==> src/hw/rtl/aps_pkg.sv <==
// ----------------------------------------------------------------------------
// aps_pkg
// Shared types, register map, action codes and the persistence counter step
// for the alarm persistence status unit.
// ----------------------------------------------------------------------------
package aps_pkg;

  localparam int CHANNELS = 5;

  localparam int ADDR_W = 5;
  localparam int DATA_W = 32;

  // register indexes
  localparam logic [2:0] REG_LEDS_ENABLED  = 3'd0;
  localparam logic [2:0] REG_RUNTIME_LIMIT = 3'd1;
  localparam logic [2:0] REG_DEVICE_LIMIT  = 3'd2;
  localparam logic [2:0] REG_POLL_PERIOD   = 3'd3;
  localparam logic [2:0] REG_WARN_LED_MASK = 3'd4;
  localparam logic [2:0] REG_WARN_KEEP     = 3'd5;

  // actions
  localparam logic [2:0] ACT_TICK       = 3'd0;
  localparam logic [2:0] ACT_SET_ALARM  = 3'd1;
  localparam logic [2:0] ACT_CLR_ALARM  = 3'd2;
  localparam logic [2:0] ACT_SET_WARN   = 3'd3;
  localparam logic [2:0] ACT_CLR_WARN   = 3'd4;
  localparam logic [2:0] ACT_CLEAR_ALL  = 3'd5;

  // alarm bit positions
  localparam int ALM_RUNTIME  = 0;
  localparam int ALM_INIT     = 1;
  localparam int ALM_SYNC     = 2;
  localparam int ALM_DSP      = 3;
  localparam int ALM_OVERTEMP = 4;
  localparam int ALM_LIC_LO   = 5;
  localparam int ALM_LIC_HI   = 6;

  typedef struct packed {
    logic [2:0]          action;
    logic [15:0]         bit_mask;
    logic [CHANNELS-1:0] runtime_fault;
    logic [CHANNELS-1:0] init_fault;
    logic [CHANNELS-1:0] monitored;
    logic                link_valid;
    logic [CHANNELS-1:0] sync_fault;
    logic [CHANNELS-1:0] dsp_fault;
    logic [CHANNELS-1:0] overtemp_fault;
  } item_t;

  typedef struct packed {
    logic [15:0] alarm_word;
    logic [15:0] warning_word;
    logic        led_update;
    logic        warning_led;
    logic        alarm_led;
    logic        ready_steady;
    logic        ready_blink;
  } result_t;

  typedef struct packed {
    logic        leds_enabled;
    logic [7:0]  runtime_limit;
    logic [7:0]  device_limit;
    logic [3:0]  poll_period;
    logic [15:0] warning_led_mask;
    logic [15:0] warning_keep_mask;
  } cfg_t;

  typedef struct packed {
    logic runtime;
    logic sync;
    logic dsp;
    logic overtemp;
  } lane_hit_t;

  typedef struct packed {
    logic       hit;
    logic [7:0] cnt;
  } persist_t;

  function automatic persist_t persist(logic [7:0] cnt, logic fault, logic [7:0] limit);
    persist_t   r;
    logic [7:0] inc;
    inc   = fault ? cnt + 8'd1 : 8'd0;
    r.hit = (inc >= limit);
    r.cnt = r.hit ? 8'd0 : inc;
    return r;
  endfunction

endpackage

==> src/hw/rtl/aps_in_if.sv <==
// ----------------------------------------------------------------------------
// aps_in_if
// Valid/ready channel carrying one input word.
// ----------------------------------------------------------------------------
interface aps_in_if;
  logic          valid;
  logic          ready;
  aps_pkg::item_t data;

  modport source (output valid, output data, input ready);
  modport sink (input valid, input data, output ready);
endinterface

==> src/hw/rtl/aps_out_if.sv <==
// ----------------------------------------------------------------------------
// aps_out_if
// Valid/ready channel carrying one status word.
// ----------------------------------------------------------------------------
interface aps_out_if;
  logic             valid;
  logic             ready;
  aps_pkg::result_t data;

  modport source (output valid, output data, input ready);
  modport sink (input valid, input data, output ready);
endinterface

==> src/hw/rtl/aps_cfg.sv <==
// ----------------------------------------------------------------------------
// aps_cfg
// APB register file holding the LED enable, limits, poll period and warning masks.
// ----------------------------------------------------------------------------
module aps_cfg (
  input  logic                       clk,
  input  logic                       rst,
  input  logic                       psel,
  input  logic                       penable,
  input  logic                       pwrite,
  input  logic [aps_pkg::ADDR_W-1:0] paddr,
  input  logic [aps_pkg::DATA_W-1:0] pwdata,
  output logic [aps_pkg::DATA_W-1:0] prdata,
  output logic                       pready,
  output aps_pkg::cfg_t              cfg
);

  logic [2:0] index;
  logic       wr;

  assign index  = paddr[aps_pkg::ADDR_W-1:2];
  assign wr     = psel && penable && pwrite;
  assign pready = 1'b1;

  always_ff @(posedge clk) begin
    if (rst) begin
      cfg.leds_enabled      <= 1'b0;
      cfg.runtime_limit     <= 8'd10;
      cfg.device_limit      <= 8'd107;
      cfg.poll_period       <= 4'd4;
      cfg.warning_led_mask  <= 16'hFFFF;
      cfg.warning_keep_mask <= 16'h0001;
    end else if (wr) begin
      case (index)
        aps_pkg::REG_LEDS_ENABLED:  cfg.leds_enabled      <= pwdata[0];
        aps_pkg::REG_RUNTIME_LIMIT: cfg.runtime_limit     <= pwdata[7:0];
        aps_pkg::REG_DEVICE_LIMIT:  cfg.device_limit      <= pwdata[7:0];
        aps_pkg::REG_POLL_PERIOD:   cfg.poll_period       <= pwdata[3:0];
        aps_pkg::REG_WARN_LED_MASK: cfg.warning_led_mask  <= pwdata[15:0];
        aps_pkg::REG_WARN_KEEP:     cfg.warning_keep_mask <= pwdata[15:0];
        default: ;
      endcase
    end
  end

  always_comb begin
    case (index)
      aps_pkg::REG_LEDS_ENABLED:  prdata = {31'd0, cfg.leds_enabled};
      aps_pkg::REG_RUNTIME_LIMIT: prdata = {24'd0, cfg.runtime_limit};
      aps_pkg::REG_DEVICE_LIMIT:  prdata = {24'd0, cfg.device_limit};
      aps_pkg::REG_POLL_PERIOD:   prdata = {28'd0, cfg.poll_period};
      aps_pkg::REG_WARN_LED_MASK: prdata = {16'd0, cfg.warning_led_mask};
      aps_pkg::REG_WARN_KEEP:     prdata = {16'd0, cfg.warning_keep_mask};
      default:                    prdata = '0;
    endcase
  end

endmodule

==> src/hw/rtl/aps_lane.sv <==
// ----------------------------------------------------------------------------
// aps_lane
// Per-channel persistence counters for runtime, sync, DSP and overtemperature
// faults; reports which counters reached their limit on this tick.
// ----------------------------------------------------------------------------
module aps_lane (
  input  logic               clk,
  input  logic               rst,
  input  logic               tick,
  input  logic               sample,
  input  logic               monitored,
  input  logic               link_valid,
  input  logic               runtime_fault,
  input  logic               sync_fault,
  input  logic               dsp_fault,
  input  logic               overtemp_fault,
  input  logic [7:0]         runtime_limit,
  input  logic [7:0]         device_limit,
  output aps_pkg::lane_hit_t hit
);

  logic [7:0] runtime_count;
  logic [7:0] sync_count;
  logic [7:0] dsp_count;
  logic [7:0] overtemp_count;

  aps_pkg::persist_t rt_p, sy_p, ds_p, ot_p;

  always_comb begin
    rt_p = aps_pkg::persist(runtime_count, runtime_fault, runtime_limit);
    sy_p = aps_pkg::persist(sync_count, link_valid && sync_fault, device_limit);
    ds_p = aps_pkg::persist(dsp_count, dsp_fault, device_limit);
    ot_p = aps_pkg::persist(overtemp_count, overtemp_fault, device_limit);
    hit.runtime  = sample && rt_p.hit;
    hit.sync     = monitored && sy_p.hit;
    hit.dsp      = monitored && ds_p.hit;
    hit.overtemp = monitored && ot_p.hit;
  end

  always_ff @(posedge clk) begin
    if (rst) begin
      runtime_count  <= 8'd0;
      sync_count     <= 8'd0;
      dsp_count      <= 8'd0;
      overtemp_count <= 8'd0;
    end else if (tick) begin
      if (sample) begin
        runtime_count <= rt_p.cnt;
      end
      if (monitored) begin
        sync_count     <= sy_p.cnt;
        dsp_count      <= ds_p.cnt;
        overtemp_count <= ot_p.cnt;
      end
    end
  end

endmodule

==> src/hw/rtl/aps_merge.sv <==
// ----------------------------------------------------------------------------
// aps_merge
// Combines lane results into the sticky alarm and warning words, runs the
// poll divider and holds the output register.
// ----------------------------------------------------------------------------
module aps_merge (
  input  logic                                       clk,
  input  logic                                       rst,
  aps_in_if.sink                                     item,
  aps_out_if.source                                  result,
  input  aps_pkg::cfg_t                              cfg,
  input  aps_pkg::lane_hit_t [aps_pkg::CHANNELS-1:0] hits,
  output logic                                       tick,
  output logic                                       sample
);

  logic [15:0] alarm_bits, alarm_next;
  logic [15:0] warning_bits, warning_next;
  logic [3:0]  poll_divider, divider_next;
  logic        out_valid;
  aps_pkg::result_t out_word, out_next;
  logic        fire;
  logic        drive;
  logic        any_rt, any_sync, any_dsp, any_ot, lic;

  assign item.ready   = !out_valid || result.ready;
  assign fire         = item.valid && item.ready;
  assign tick         = fire && (item.data.action == aps_pkg::ACT_TICK);
  assign sample       = (poll_divider <= 4'd1);
  assign result.valid = out_valid;
  assign result.data  = out_word;

  always_comb begin
    any_rt   = 1'b0;
    any_sync = 1'b0;
    any_dsp  = 1'b0;
    any_ot   = 1'b0;
    for (int i = 0; i < aps_pkg::CHANNELS; i++) begin
      any_rt   = any_rt   | hits[i].runtime;
      any_sync = any_sync | hits[i].sync;
      any_dsp  = any_dsp  | hits[i].dsp;
      any_ot   = any_ot   | hits[i].overtemp;
    end
    lic = alarm_bits[aps_pkg::ALM_LIC_LO] || alarm_bits[aps_pkg::ALM_LIC_HI];

    alarm_next   = alarm_bits;
    warning_next = warning_bits;
    divider_next = poll_divider;
    drive        = 1'b0;
    case (item.data.action)
      aps_pkg::ACT_TICK: begin
        drive = cfg.leds_enabled;
        if (sample) begin
          divider_next = cfg.poll_period;
          if (any_rt) alarm_next[aps_pkg::ALM_RUNTIME] = 1'b1;
          if (|item.data.init_fault) alarm_next[aps_pkg::ALM_INIT] = 1'b1;
        end else begin
          divider_next = poll_divider - 4'd1;
        end
        if (lic) begin
          if (|item.data.monitored) alarm_next[aps_pkg::ALM_SYNC] = 1'b0;
        end else if (any_sync) begin
          alarm_next[aps_pkg::ALM_SYNC] = 1'b1;
        end
        if (any_dsp) alarm_next[aps_pkg::ALM_DSP] = 1'b1;
        if (any_ot) alarm_next[aps_pkg::ALM_OVERTEMP] = 1'b1;
      end
      aps_pkg::ACT_SET_ALARM: alarm_next   = alarm_bits | item.data.bit_mask;
      aps_pkg::ACT_CLR_ALARM: alarm_next   = alarm_bits & ~item.data.bit_mask;
      aps_pkg::ACT_SET_WARN:  warning_next = warning_bits | item.data.bit_mask;
      aps_pkg::ACT_CLR_WARN:  warning_next = warning_bits & ~item.data.bit_mask;
      aps_pkg::ACT_CLEAR_ALL: begin
        alarm_next   = 16'd0;
        warning_next = warning_bits & cfg.warning_keep_mask;
      end
      default: ;
    endcase

    out_next.alarm_word   = alarm_next;
    out_next.warning_word = warning_next;
    out_next.led_update   = drive;
    out_next.warning_led  = drive && ((warning_next & cfg.warning_led_mask) != 16'd0);
    out_next.alarm_led    = drive && (alarm_next != 16'd0);
    out_next.ready_steady = drive && (alarm_next == 16'd0);
    out_next.ready_blink  = drive && (alarm_next != 16'd0);
  end

  always_ff @(posedge clk) begin
    if (rst) begin
      alarm_bits   <= 16'd0;
      warning_bits <= 16'd0;
      poll_divider <= 4'd0;
      out_valid    <= 1'b0;
    end else if (fire) begin
      alarm_bits   <= alarm_next;
      warning_bits <= warning_next;
      poll_divider <= divider_next;
      out_valid    <= 1'b1;
    end else if (result.ready) begin
      out_valid    <= 1'b0;
    end
  end

  always_ff @(posedge clk) begin
    if (fire) begin
      out_word <= out_next;
    end
  end

endmodule

==> src/hw/rtl/alarm_persistence_status_unit.sv <==
// ----------------------------------------------------------------------------
// alarm_persistence_status_unit
// Sticky alarm/warning status with per-channel fault persistence counters.
// ----------------------------------------------------------------------------
// Takes one input word per clock unless stalled and returns one status word
// per input through a single output register; input ready stays high while
// that register is empty or being drained. Each channel has its own counter
// lane, all lanes update in the same cycle, and one merge stage folds their
// limit hits into the alarm word. Counters reset at once with rst; there is
// no clearing pass. Registers are written over APB at byte address 4*index
// only while no word is in flight, a user rule the block does not enforce.
module alarm_persistence_status_unit (
  input  logic                       clk,
  input  logic                       rst,
  aps_in_if.sink                     item,
  aps_out_if.source                  result,
  input  logic                       psel,
  input  logic                       penable,
  input  logic                       pwrite,
  input  logic [aps_pkg::ADDR_W-1:0] paddr,
  input  logic [aps_pkg::DATA_W-1:0] pwdata,
  output logic [aps_pkg::DATA_W-1:0] prdata,
  output logic                       pready
);

  aps_pkg::cfg_t                              cfg;
  aps_pkg::lane_hit_t [aps_pkg::CHANNELS-1:0] hits;
  logic                                       tick;
  logic                                       sample;

  aps_cfg u_cfg (
    .clk     (clk),
    .rst     (rst),
    .psel    (psel),
    .penable (penable),
    .pwrite  (pwrite),
    .paddr   (paddr),
    .pwdata  (pwdata),
    .prdata  (prdata),
    .pready  (pready),
    .cfg     (cfg)
  );

  for (genvar i = 0; i < aps_pkg::CHANNELS; i++) begin : g_lane
    aps_lane u_lane (
      .clk            (clk),
      .rst            (rst),
      .tick           (tick),
      .sample         (sample),
      .monitored      (item.data.monitored[i]),
      .link_valid     (item.data.link_valid),
      .runtime_fault  (item.data.runtime_fault[i]),
      .sync_fault     (item.data.sync_fault[i]),
      .dsp_fault      (item.data.dsp_fault[i]),
      .overtemp_fault (item.data.overtemp_fault[i]),
      .runtime_limit  (cfg.runtime_limit),
      .device_limit   (cfg.device_limit),
      .hit            (hits[i])
    );
  end

  aps_merge u_merge (
    .clk    (clk),
    .rst    (rst),
    .item   (item),
    .result (result),
    .cfg    (cfg),
    .hits   (hits),
    .tick   (tick),
    .sample (sample)
  );

  a_led_exclusive: assert property (@(posedge clk) disable iff (rst)
    result.valid |-> !(result.data.ready_steady && result.data.alarm_led))
    else $error("ready_steady and alarm_led both set");

  a_led_gated: assert property (@(posedge clk) disable iff (rst)
    result.valid && !result.data.led_update |->
      !(result.data.warning_led || result.data.alarm_led ||
        result.data.ready_steady || result.data.ready_blink))
    else $error("LED field set without led_update");

  a_blink_matches: assert property (@(posedge clk) disable iff (rst)
    result.valid |-> (result.data.ready_blink == result.data.alarm_led))
    else $error("ready_blink differs from alarm_led");

  a_license_blocks_sync: assert property (@(posedge clk) disable iff (rst)
    tick && (item.data.monitored != '0) |=>
      (result.data.alarm_word[aps_pkg::ALM_LIC_HI:aps_pkg::ALM_LIC_LO] == 2'd0) ||
      !result.data.alarm_word[aps_pkg::ALM_SYNC])
    else $error("sync alarm set while license alarm present");

endmodule

==> src/flat_wrapper.sv <==
// flat-port wrapper written by rule: the top's interface ports become plain ports
module alarm_persistence_status_unit_flat 
  (clk, rst, psel, penable, pwrite, paddr, pwdata, prdata, pready, item_valid, item_data, item_ready, result_valid, result_data, result_ready);
  aps_in_if item_i ();
  aps_out_if result_i ();
  input  logic clk;
  input  logic rst;
  input  logic psel;
  input  logic penable;
  input  logic pwrite;
  input  logic [aps_pkg::ADDR_W-1:0] paddr;
  input  logic [aps_pkg::DATA_W-1:0] pwdata;
  output logic [aps_pkg::DATA_W-1:0] prdata;
  output logic pready;
  input wire logic [$bits(item_i.valid)-1:0] item_valid;
  input wire logic [$bits(item_i.data)-1:0] item_data;
  output wire logic [$bits(item_i.ready)-1:0] item_ready;
  output wire logic [$bits(result_i.valid)-1:0] result_valid;
  output wire logic [$bits(result_i.data)-1:0] result_data;
  input wire logic [$bits(result_i.ready)-1:0] result_ready;
  assign item_i.valid = item_valid;
  assign item_i.data = item_data;
  assign item_ready = item_i.ready;
  assign result_valid = result_i.valid;
  assign result_data = result_i.data;
  assign result_i.ready = result_ready;
  alarm_persistence_status_unit u_core (.clk(clk), .rst(rst), .item(item_i), .result(result_i), .psel(psel), .penable(penable), .pwrite(pwrite), .paddr(paddr), .pwdata(pwdata), .prdata(prdata), .pready(pready));
endmodule
==> config.mk <==
export PLATFORM = sky130hd
export DESIGN_NAME = alarm_persistence_status_unit_flat
export DESIGN_NICKNAME = d
export VERILOG_FILES = /design/src/hw/rtl/aps_pkg.sv /design/src/hw/rtl/aps_in_if.sv /design/src/hw/rtl/aps_out_if.sv /design/src/hw/rtl/aps_cfg.sv /design/src/hw/rtl/aps_lane.sv /design/src/hw/rtl/aps_merge.sv /design/src/hw/rtl/alarm_persistence_status_unit.sv /design/src/flat_wrapper.sv
export SDC_FILE = /design/constraint.sdc
export NUM_CORES = 1
export LEC_CHECK = 0
export BUFFER_PORTS_ARGS = -buffer_cell sky130_fd_sc_hd__buf_2
export CORE_UTILIZATION = 30
export DETAILED_ROUTE_END_ITERATION = 6
export PLACE_DENSITY_LB_ADDON = 0.2
export SYNTH_ARGS = -nofsm -noshare
export SYNTH_HDL_FRONTEND = slang
export SYNTH_SLANG_ARGS = --single-unit
==> constraint.sdc <==
create_clock -name clk -period 3.8 [get_ports clk]
set_clock_uncertainty 0.1 [all_clocks]
set_input_delay 0.38 -clock clk [delete_from_list [all_inputs] [get_ports clk]]
set_output_delay 0.38 -clock clk [all_outputs]
set_load 0.02 [all_outputs]
Word-level counts from Yosys, hierarchy flattened:

Cells that the tools add are included.
W data, S select, Z words.

* register bits: 286
* bits in latches: 0
* bits in writable memories: 0
* memory bits (read-only): 0
* bits of input ports: 94
* output and inout port bits: 72
* logic and storage cells: 223
* memories: 0

* add/sub/neg operators: 21
* multipliers: 0
* div/mod/pow operators: 0
* $lt $le $gt $ge: 21
* eq/ne operators: 10
* shifts and indexed selects: 0
* mux-type cells: 56
* bitwise operators: 23
* reduce and logical (&&, ||, !) cells: 56

Operators with widths (number)
* $mux W8: 40
* $add A8 B1 Y8 const B: 20
* $ge A8 B8 Y1: 20
* $pmux W16 S6: 1
* $and A16 B16 Y16: 4
* $pmux W16 S3: 1
* $pmux W11 S3: 1
* $logic_and A1 B1 Y1: 32
* $or A16 B16 Y16: 2
* $reduce_bool A16 Y1: 2
* $reduce_and A2 Y1: 13
* $pmux W5 S4: 1
* $logic_not A16 Y1: 1
* $not A16 Y16: 1
* $or A1 B1 Y1: 16
* $eq A3 B2 Y1 const B: 4
* $eq A3 B3 Y1 const B: 4
* $mux W1: 10
* $reduce_or A5 Y1: 2
* $eq A3 B1 Y1 const B: 2
* $logic_not A3 Y1: 2
* $le A4 B1 Y1 const B: 1
* $mux W4: 1
* $sub A4 B1 Y4 const B: 1
* 4 further kinds: 5

Logic depth before layout (Yosys ltp):

* depth in word-level cells: 13
* depth in mapped cells: 13
* depth with buffers taken out: 13

Cells and area by module:

From an unflattened synthesis, not the netlist that was laid out.

* cells, all modules: 2275
* area, all modules: 19284.7 um^2

By module, submodules not included
* aps_merge: times used 1, cells each 413, area an instance 3623.5 um^2, seq. area each 1821.7 um^2
* aps_cfg: times used 1, cells each 304, area an instance 2766.4 um^2, seq. area each 1061.0 um^2
* aps_lane at u_core.g_lane[3].u_lane: times used 1, cells each 329, area an instance 2621.3 um^2, seq. area each 640.6 um^2
* aps_lane at u_core.g_lane[2].u_lane: times used 1, cells each 315, area an instance 2598.7 um^2, seq. area each 640.6 um^2
* aps_lane at u_core.g_lane[0].u_lane: times used 1, cells each 319, area an instance 2597.5 um^2, seq. area each 640.6 um^2
* aps_lane at u_core.g_lane[4].u_lane: times used 1, cells each 319, area an instance 2557.5 um^2, seq. area each 640.6 um^2
* aps_lane at u_core.g_lane[1].u_lane: times used 1, cells each 276, area an instance 2519.9 um^2, seq. area each 640.6 um^2

Worst setup path after synthesis:

OpenSTA, ideal clock, no wires.

* path type: in2reg
* start point: in item_data[15]
* end point: reg u_core.u_merge.out_word, in the netlist u_core.u_merge.result.data[0], data pin
* library setup time: 0.264 ns
* arrival time: 2.932 ns
* required time: 3.436 ns
* path slack: 0.504 ns
* stages: 11
* cells stage by stage: clkbuf_1 > nand2_1 > or2_2 > ha_1 > nand2b_1 > a2111o_1 > a21oi_2 > o221ai_1 > a21oi_1 > a31oi_1 > o41a_1

RTL lines
* from (decl): RTL line flat_wrapper.sv:16 `input wire logic [$bits(item_i.data)-1:0] item_data;`
* to (signal assigned): RTL line aps_merge.sv:106 `out_word <= out_next;`
* to (decl): RTL line aps_merge.sv:21 `aps_pkg::result_t out_word, out_next;`

==> results_dict.tcl <==
set metrics [dict create \
    status "complete, no violations" \
    layout_common_cells "nand2_1, dfxtp_1, a21oi_1, nor2_1, ha_1" \
    root_buffer "clkbuf_16" \
    final_common_cell "nand2_1" \
    grt_overflow 0 \
    vias 16103 \
    fp.dieH_microns 247 \
    powerDensity_nw_per_um2 344 \
    pin_count 166 \
    path_cells "and3_1 > nand3_1 > xnor2_1 > and2_1 > ha_1 > a2111oi_0 > nand2_1 > o22a_1 > o2bb2ai_1 > a2111oi_4 > o211ai_2 > o41a_1" \
    die_x_microns 247 \
    numPortBuffers 130 \
    via_per_inst 5.13 \
    place_area_sq_um 19500 \
    finalMaxSlewViolations 0 \
    ys.flop_type "dfxtp_1" \
    syn-instance-count 2191 \
    grtUsageTotal_pct 17.5 \
    avgRoutedWirePerCell_microns 17.0 \
    ant_nets 0 \
    synthArstFlopShare_pct 0 \
    tightest_slew_ps 1100 \
    crit_fanout 9 \
    syn_area_sq_um 17900 \
    syn_area_per_cell_sq_um 8.19 \
    synth-seq-area-share_pct 33.9 \
    drc_errors 0 \
    fin_nets 2608 \
    cp-start-kind "flip-flop" \
    max_freq_ghz 0.281 \
    detail_route.wirelength_microns 53400 \
    rsz0062_at_grt "no" \
    tritoncts "built" \
    fin_util_pct 35.3 \
    rr_startpoint "u_core.g_lane[3].u_lane.overtemp_count[2]" \
    yosys_warnings 0 \
    drive_gt1_share_pct 11.1 \
    fp-row-count 89 \
    dieArea_sq_um 60800 \
    max-clock-path-buffers 3 \
    fin_crit_ps 3560 \
    p_leak_nw 8.65 \
    core_area_sq_um 59000 \
    drv_cap 0 \
    htree_levels 2 \
    cts_sinks 286 \
    vdd_drop_max_mv 0.284 \
    final_area_sq_um 20900 \
    cts.reportedPaths.clkPinSlew_ps 60 \
    nFillCells 6123 \
    critPathKind "reg -> reg" \
    hold_viol_final 0 \
    grt_pass1_vias 15243 \
    arrival_ps 3750 \
    dp_hpwl_microns 38900 \
    grt_pass1_wl_microns 84600 \
    grt_max_degree 78 \
    synth-edff-count 36 \
    yosysTopAreaCell "dfxtp_1" \
    min_path_type "in -> reg" \
    area_growth_syn_to_layout_pct 16.3 \
    start_util_pct 30.4 \
    gp_congestion 0.843 \
    path_buf_inv 0 \
    ys_ff_latch 286 \
    final.setup.tns_ps 0 \
    firstDrtPassIters 5 \
    yosysUniqueCellTypes 72 \
    cp-end-kind "flip-flop" \
    synth_top_area_share_pct 27.9 \
    slowest_stage "a2111oi_0" \
    maxSlewHeadroom_pct 26.0 \
    insertion_delay_ps 570 \
    timing.final.crit_share_pct 93.7 \
    critical_path.startpoint "u_core.g_lane[3].u_lane.overtemp_count[2]" \
    setup_violations 0 \
    antenna_found_initial 12 \
    dp_slack_ps 110 \
    cp_top_family "compound AO/OA/AOI/OAI gates" \
    fin_hold_ws_ps 63.7 \
    cts_buffers 36 \
    critical-path-max-stage-delay_ps 400 \
    synth.area.top_cells "dfxtp_1, ha_1, a21oi_1" \
    drt_iter0_markers 1002 \
    required_ps 3990 \
    setup_ws_ps 239 \
    holdCritStartpoint "pwdata[0]" \
]
==> cell usage after synthesis (all sizes together), types with 35 or more instances <==
master / count
nor2: 200
xnor2: 62
ha: 182
mux2i: 46
nand2b: 35
and2: 103
nor3: 39
nand2: 262
nand3: 171
a22oi: 68
buf: 35
clkbuf: 75
and3: 49
o21ai: 72
edfxtp: 36
dfxtp: 250
a21oi: 237
xor2: 58
==> registers in the layout (all words and copies together) (netlist names) <==
| name | count |
|---|---|
| u_core.u_cfg.cfg | 53 |
| u_core.g_lane.u_lane.dsp_count | 40 |
| u_core.g_lane.u_lane.overtemp_count | 40 |
| u_core.g_lane.u_lane.runtime_count | 40 |
| u_core.g_lane.u_lane.sync_count | 40 |
| u_core.u_merge.result.data | 36 |
| u_core.u_merge.alarm_bits | 16 |
| u_core.u_merge.warning_bits | 16 |
| u_core.u_merge.poll_divider | 4 |
| u_core.u_merge.result.valid | 1 |
==> power by group <==
part | switching, W | total [W] | internal, W
logic | 0.000439 | 0.000645 | 0.000206
registers | 0.0000321 | 0.00316 | 0.00312
clock network | 0.00140 | 0.00338 | 0.00198
==> metal layers <==
| layer | share of wire, % | track usage, % | wire length [microns] | up-vias |
|---|---|---|---|---|
| met1 | 46 | 23.2 | 24700 | 7610 |
| met3 | 5.6 | 3.28 | 2990 | 79 |
| li1 | - | - | - | 8036 |
| met2 | 46 | 28.7 | 24400 | 370 |
| met4 | 2.4 | 5.21 | 1290 | 8 |
| met5 | 0.086 | 0 | 46 | - |
==> final cells by class <==
type | count | area (sq um) | area share [%]
clock inverters | 11 | 113 | 0.540
multi-input cells | 1777 | 11300 | 54.1
clock buffers | 53 | 1040 | 4.97
diodes | 9 | 22.5 | 0.108
repair buffers | 198 | 1220 | 5.85
inverters | 33 | 124 | 0.594
flip-flops and latches | 286 | 6090 | 29.2
well taps | 773 | 967 | 4.64
==> path summary, 6_finish.rpt <==
path,to,cells after the start,slack (ps)
setup / recovery,u_core.u_merge.result.data[0],12,240
hold / removal,u_core.u_cfg.cfg[0],3,60
hold reg to reg,u_core.g_lane[3].u_lane.runtime_count[7],2,370
setup reg to reg,u_core.u_merge.result.data[0],12,240
==> logic make-up (layout without fill, tap and decap cells) <==
| kind of cell | Yosys count | after routing | share of synthesized area (%) |
|---|---|---|---|
| fa+ha+maj | 182 | 182 | 12.7 |
| buf+inv | 143 | 295 | 3.54 |
| simple gates | 920 | 920 | 24.5 |
| other cells | 2 | 26 | 0.0419 |
| compound gates | 489 | 489 | 16.7 |
| flops | 286 | 286 | 33.9 |
| mux | 49 | 49 | 2.75 |
| xor+xnor | 120 | 120 | 5.86 |
==> stage by stage <==
stage          total power, W  instances
3_5_place_dp          0.00386       3051
4_1_cts               0.00731       3131
6_report              0.00718       3140
2_1_floorplan         0.00361       2206
5_1_grt               0.00749       3133
3_3_place_gp          0.00385       3051
==> tightest hold or removal path, cell delays in order <==
cell,delay (ps)
buf_2,160
nand2_1,70
nand3_1,70
==> timing repair <==
item                                   4_1_cts  5_1_grt
setup endpoints to repair                    0        2
setup buffers                                0        0
resized for setup                            0        2
endpoints found under the hold margin       29        0
hold buffers                                16        0
(Power assumes the default switching activity.)
